<file path="src/rtl/core/gdp_pkg.sv">
// ----------------------------------------------------------------------------
// gdp_pkg: shared types and constants for the gap detector
// Holds the payload structs, operation codes, controller states, the
// command/status bundles between controller and datapath, and percentile ratios.
// ----------------------------------------------------------------------------
package gdp_pkg;

  // operation codes
  localparam logic [1:0] OP_START  = 2'd0;
  localparam logic [1:0] OP_SAMPLE = 2'd1;
  localparam logic [1:0] OP_STOP   = 2'd2;

  localparam int COUNT_W = 13;
  localparam int TS_W    = 64;

  // order-statistic lanes
  localparam int N_LANE      = 8;
  localparam int LANE_MIN    = 0;
  localparam int LANE_MEDIAN = 1;
  localparam int LANE_P90    = 2;
  localparam int LANE_P99    = 3;
  localparam int LANE_P999   = 4;
  localparam int LANE_P9999  = 5;
  localparam int LANE_P99999 = 6;
  localparam int LANE_MAX    = 7;

  localparam logic [5:0] BIT_TOP = 6'd63;

  typedef struct packed {
    logic [1:0]      operation;
    logic [TS_W-1:0] timestamp;
  } in_word_t;

  typedef struct packed {
    logic [TS_W-1:0]    runtime;
    logic [COUNT_W-1:0] gap_count;
    logic [TS_W-1:0]    gap_min;
    logic [TS_W-1:0]    gap_median;
    logic [TS_W-1:0]    gap_mean;
    logic [TS_W-1:0]    gap_p90;
    logic [TS_W-1:0]    gap_p99;
    logic [TS_W-1:0]    gap_p999;
    logic [TS_W-1:0]    gap_p9999;
    logic [TS_W-1:0]    gap_p99999;
    logic [TS_W-1:0]    gap_max;
    logic [TS_W-1:0]    gap_total;
  } out_word_t;

  typedef enum logic [2:0] {
    S_IDLE,
    S_CHECK,
    S_DIV_WAIT,
    S_SCAN_INIT,
    S_PASS,
    S_DRAIN,
    S_UPD,
    S_REPORT
  } ctrl_state_t;

  // controller -> datapath
  typedef struct packed {
    logic       take_start;
    logic       take_sample;
    logic       take_stop;
    logic       div_start;
    logic       div_save;
    logic       scan_clear;
    logic       rd_en;
    logic       lane_update;
    logic [5:0] bit_idx;
    logic       out_load;
  } dp_cmd_t;

  // datapath -> controller
  typedef struct packed {
    logic empty;
    logic div_done;
    logic addr_last;
    logic out_free;
  } dp_sts_t;

  // percentile index floor(n*(den-1)/den) = n - ceil(n/den), for n below 2^20+1;
  // ceil(n/den) = floor((n+den-1)/den) by reciprocal multiply, exact below 2^21
  function automatic logic [20:0] pct_index(input logic [20:0] n, input logic [2:0] lane);
    logic [20:0] x;
    logic [21:0] m;
    logic [5:0]  s;
    logic [42:0] p;
    logic [20:0] up;
    unique case (lane)
      3'(LANE_P90): begin
        x = n + 21'd9;     m = 22'd3355444; s = 6'd25;
      end
      3'(LANE_P99): begin
        x = n + 21'd99;    m = 22'd2684355; s = 6'd28;
      end
      3'(LANE_P999): begin
        x = n + 21'd999;   m = 22'd2147484; s = 6'd31;
      end
      3'(LANE_P9999): begin
        x = n + 21'd9999;  m = 22'd3435974; s = 6'd35;
      end
      default: begin
        x = n + 21'd99999; m = 22'd2748780; s = 6'd38;
      end
    endcase
    p  = 43'(x) * 43'(m);
    up = 21'(p >> s);
    return n - up;
  endfunction

endpackage

</file>
<file path="src/rtl/core/gdp_ctrl.sv">
// ----------------------------------------------------------------------------
// gdp_ctrl: sequencer for the gap detector
// Takes words in idle; on a stop with gaps recorded runs the mean divide, then
// one store pass per result bit from the top down, then loads the report.
// ----------------------------------------------------------------------------
module gdp_ctrl import gdp_pkg::*; (
  input  logic       clk,
  input  logic       rst_n,
  input  logic       in_valid,
  input  logic [1:0] in_op,
  output logic       in_stall,
  input  dp_sts_t    sts,
  output dp_cmd_t    cmd
);

  ctrl_state_t state_r, state_nxt;
  logic [5:0]  bit_r, bit_nxt;

  always_ff @(posedge clk) begin
    if (!rst_n) begin
      state_r <= S_IDLE;
      bit_r   <= '0;
    end else begin
      state_r <= state_nxt;
      bit_r   <= bit_nxt;
    end
  end

  // next state and commands
  always_comb begin
    state_nxt   = state_r;
    bit_nxt     = bit_r;
    cmd         = '0;
    cmd.bit_idx = bit_r;
    in_stall    = 1'b1;
    unique case (state_r)
      S_IDLE: begin
        in_stall = 1'b0;
        if (in_valid) begin
          priority if (in_op == OP_START) begin
            cmd.take_start = 1'b1;
          end else if (in_op == OP_SAMPLE) begin
            cmd.take_sample = 1'b1;
          end else if (in_op == OP_STOP) begin
            cmd.take_stop = 1'b1;
            state_nxt     = S_CHECK;
          end else begin
            cmd.take_sample = 1'b0;
          end
        end
      end
      // nothing recorded: report at once
      S_CHECK: begin
        if (sts.empty) begin
          state_nxt = S_REPORT;
        end else begin
          cmd.div_start = 1'b1;
          state_nxt     = S_DIV_WAIT;
        end
      end
      S_DIV_WAIT: begin
        if (sts.div_done) begin
          cmd.div_save = 1'b1;
          state_nxt    = S_SCAN_INIT;
        end
      end
      S_SCAN_INIT: begin
        cmd.scan_clear = 1'b1;
        bit_nxt        = BIT_TOP;
        state_nxt      = S_PASS;
      end
      S_PASS: begin
        cmd.rd_en = 1'b1;
        if (sts.addr_last) state_nxt = S_DRAIN;
      end
      S_DRAIN: begin
        state_nxt = S_UPD;
      end
      S_UPD: begin
        cmd.lane_update = 1'b1;
        if (bit_r == '0) begin
          state_nxt = S_REPORT;
        end else begin
          bit_nxt   = bit_r - 6'd1;
          state_nxt = S_PASS;
        end
      end
      // wait for a free output register
      S_REPORT: begin
        if (sts.out_free) begin
          cmd.out_load = 1'b1;
          state_nxt    = S_IDLE;
        end
      end
      default: begin
        state_nxt = S_IDLE;
      end
    endcase
  end

endmodule

</file>
<file path="config.mk">
export PLATFORM = sky130hd
export DESIGN_NAME = gdp_ctrl
export DESIGN_NICKNAME = d
export VERILOG_FILES = /design/src/rtl/core/gdp_pkg.sv /design/src/rtl/core/gdp_ctrl.sv
export SDC_FILE = /design/constraint.sdc
export NUM_CORES = 1
export LEC_CHECK = 0
export ABC_AREA = 1
export BUFFER_PORTS_ARGS = -buffer_cell sky130_fd_sc_hd__buf_2
export CAP_MARGIN = 20
export CORE_ASPECT_RATIO = 1.25
export CORE_MARGIN = 2
export CORE_UTILIZATION = 43
export DETAILED_ROUTE_END_ITERATION = 8
export GPL_ROUTABILITY_DRIVEN = 0
export PLACE_DENSITY = 0.76
export SLEW_MARGIN = 15
export SYNTH_ARGS = -nofsm -noshare
export SYNTH_HDL_FRONTEND = slang
export SYNTH_SLANG_ARGS = --single-unit
</file>
<file path="constraint.sdc">
create_clock -name clk -period 1.2 [get_ports clk]
set_input_delay 0.12 -clock clk [delete_from_list [all_inputs] [get_ports clk]]
set_output_delay 0.12 -clock clk [all_outputs]
set_load 0.03 [all_outputs]
</file>
==> impl_metrics.toml <==
[finish]
drive_gt1_share_pct = 58.5
n_antenna_cell = 0
fill_cells = 114
nNetsFinal = 171
syn2layout_area_growth_pct = 73.6
final_util_pct = 78.4

[sta]
finalWorstSetupSlack_ps = -105
holdWs_ps = 119
setup-violations-final = 16
slew_violations = 0
rsz0062_at_grt = "true"
fmax_ghz = 0.766
hold_viol_final = 0
fin_crit_ps = 1310
tightest_slew_ps = 257
finalSetupTns_ps = -882
slew_headroom_pct = 82.8
fin_skew_ps = 4.84
finalCritPeriodShare_pct = 109

[yosys]
synth_mux_area_share_pct = 0
synthAdderAreaFrac_pct = 3.55
avgSynthCellArea_sq_um = 6.14
synth_xor_area_share_pct = 1.24
synth_nets = 126
synth_compound_area_share_pct = 9.22
yosysSeqAreaShare_pct = 25.5
synth_area_sq_um = 706
synth_seq_cells = 9
synthDistinctLibCells = 19
synth_top_family_by_area = "simple AND/OR/NAND/NOR gates"
yosys_warnings = 0
synth_simple_gate_area_share_pct = 48.6
syn_inst = 115

[setup_path]
crit_buf_inv = 2
endpoint_kind = "primary output"
crit_type = "register to primary output"
cpPeakStageDelay_ps = 390
cp_top_family = "flip-flops"
cpMostUsedCell = "buf_4"
path_max_fanout = 6
arrival_ps = 1190
crit_chain = "buf_4, nand2_1, nor3_2, buf_4"
required_ps = 1080
cp_slowest_cell = "dfxtp_4"
cp-start-kind = "register"

[run_status]
failed_checks = "negative setup slack"
status = "finished with violations"

[route]
final_antenna_net_count = 0
drc = 0
wl_per_cell_um = 12.9
firstDrtPassIters = 4
drtIter0Drc = 27
wl_mm = 2.28
viasPerCell = 5.20
num_vias = 920

[die]
die_area_sq_mm = 0.00198
start_util_pct = 45.2
fp.dieH_um = 49.3
core-area_sq_mm = 0.00156
pin_count = 25
core.rowCount = 16
die_x_um = 40.2

[place]
place_ws_ps = -58.5
place_hpwl_mm = 1.40
io_buffers = 24

[clock_tree]
clock_path_buffers = 2
cts_max_level = 1
cts_tree = "yes"
cts-root-buf = "clkbuf_4"
clock_sinks = 9
cts_buffers = 3
clkLatencyLatePin_ps = 260
path_clk_slew_ps = 60

[grt]
grt_pass1_wl_mm = 3.06
grt_max_degree = 10
grt_usage_pct = 21.7
gr-total-overflow = 0
grt_pass1_vias = 745
grt_antenna_before_repair = 0

[power]
peakVddDrop_mv = 1.48
power_mw = 2.74
power_density_mw_per_mm2 = 2240
leakagePower_nw = 0.596

[min_path]
hp-class = "primary input to register"

[run]
drv_cap = 0
final timing paths:
path | slack [ps] | start | end | cells after the start
hold / removal | 120 | rst_n | state_r[2] | 3
setup / recovery | -110 | state_r[1] | cmd[0] | 4
hold reg to reg | 490 | bit_r[5] | bit_r[5] | 2
setup reg to reg | -70 | state_r[1] | bit_r[3] | 9
metrics by stage:
stage	std cells	cell area, sq um
3_5_place_dp	163	945
6_report	177	1220
4_1_cts	172	1100
3_3_place_gp	163	945
2_1_floorplan	115	761
5_1_grt	177	1220
synthesized netlist by cell type:
library cell	instances	share of area, %
nand3_2	1	1.4
inv_4	2	1.8
xor2_1	1	1.2
nor2_1	19	10
o21ai_0	6	4.3
nand4_1	3	2.7
inv_2	2	1.1
nor3_1	5	3.5
dfxtp_1	9	26
nand3_1	12	8.5
a21oi_1	7	5.0
inv_1	14	7.4
nand2_2	2	1.8
nand2_4	2	3.2
ha_1	2	3.5
nand2_1	24	13
nand3_4	1	2.5
nand3b_1	2	2.1
buf_6	1	1.6
registers in the layout, summed over array words and instances (netlist names):
name / cells
bit_r: 6
state_r: 3
layout make-up:
class / count / area [sq um] / area share [%]
clock buffers: 4 / 26.3 / 2.15
inverters: 18 / 82.6 / 6.74
multi-input cells: 87 / 584 / 47.7
flip-flops and latches: 9 / 201 / 16.4
well taps: 18 / 22.5 / 1.84
repair buffers: 40 / 300 / 24.5
repair inverters: 1 / 7.51 / 0.613
repair_timing:
action                     4_1_cts  5_1_grt
pin swaps                        3        7
hold buffers                     0        0
gates cloned                     1        0
buffers inserted                 5        5
setup endpoints to repair       17       17
resized for setup               30       31
power breakdown:
part           internal (mW)  total [mW]  leakage, nW  switching (mW)
registers              0.418       0.569       0.0779           0.152
clock network          0.128       0.232       0.0150           0.104
logic                  0.806        1.94        0.504            1.13
layer usage:
metal	vias up	track usage, %	share of wire [%]
met4	0	8.33	1.5
met3	6	2.74	5.3
met1	414	22.3	35
li1	463	-	-
met5	-	0	0
met2	37	40.3	58
worst register-to-register path: cells and delay by family, from the launching register on:
family          cells  cell delay [ps]
buf+inv             4              420
flops               1              370
simple gates        4              300
compound gates      1              100
layout by cell type, fill, tap and decap left out, types with 6 or more instances in the layout:
master / netlist / routed
nand3_1: 12 / 8
buf_6: 1 / 6
inv_1: 14 / 9
a21oi_2: 0 / 6
buf_2: 0 / 14
nand2_1: 24 / 21
buf_4: 0 / 19
nor2_1: 19 / 13
kinds of logic (layout without fill, tap and decap cells):
kind of cell	count (synthesis)	after routing
compound gates	13	13
xor+xnor	1	1
fa+ha+maj	2	2
buf+inv	19	63
flops	9	9
simple gates	71	71
No activity file was read; power rests on OpenSTA's default activity.
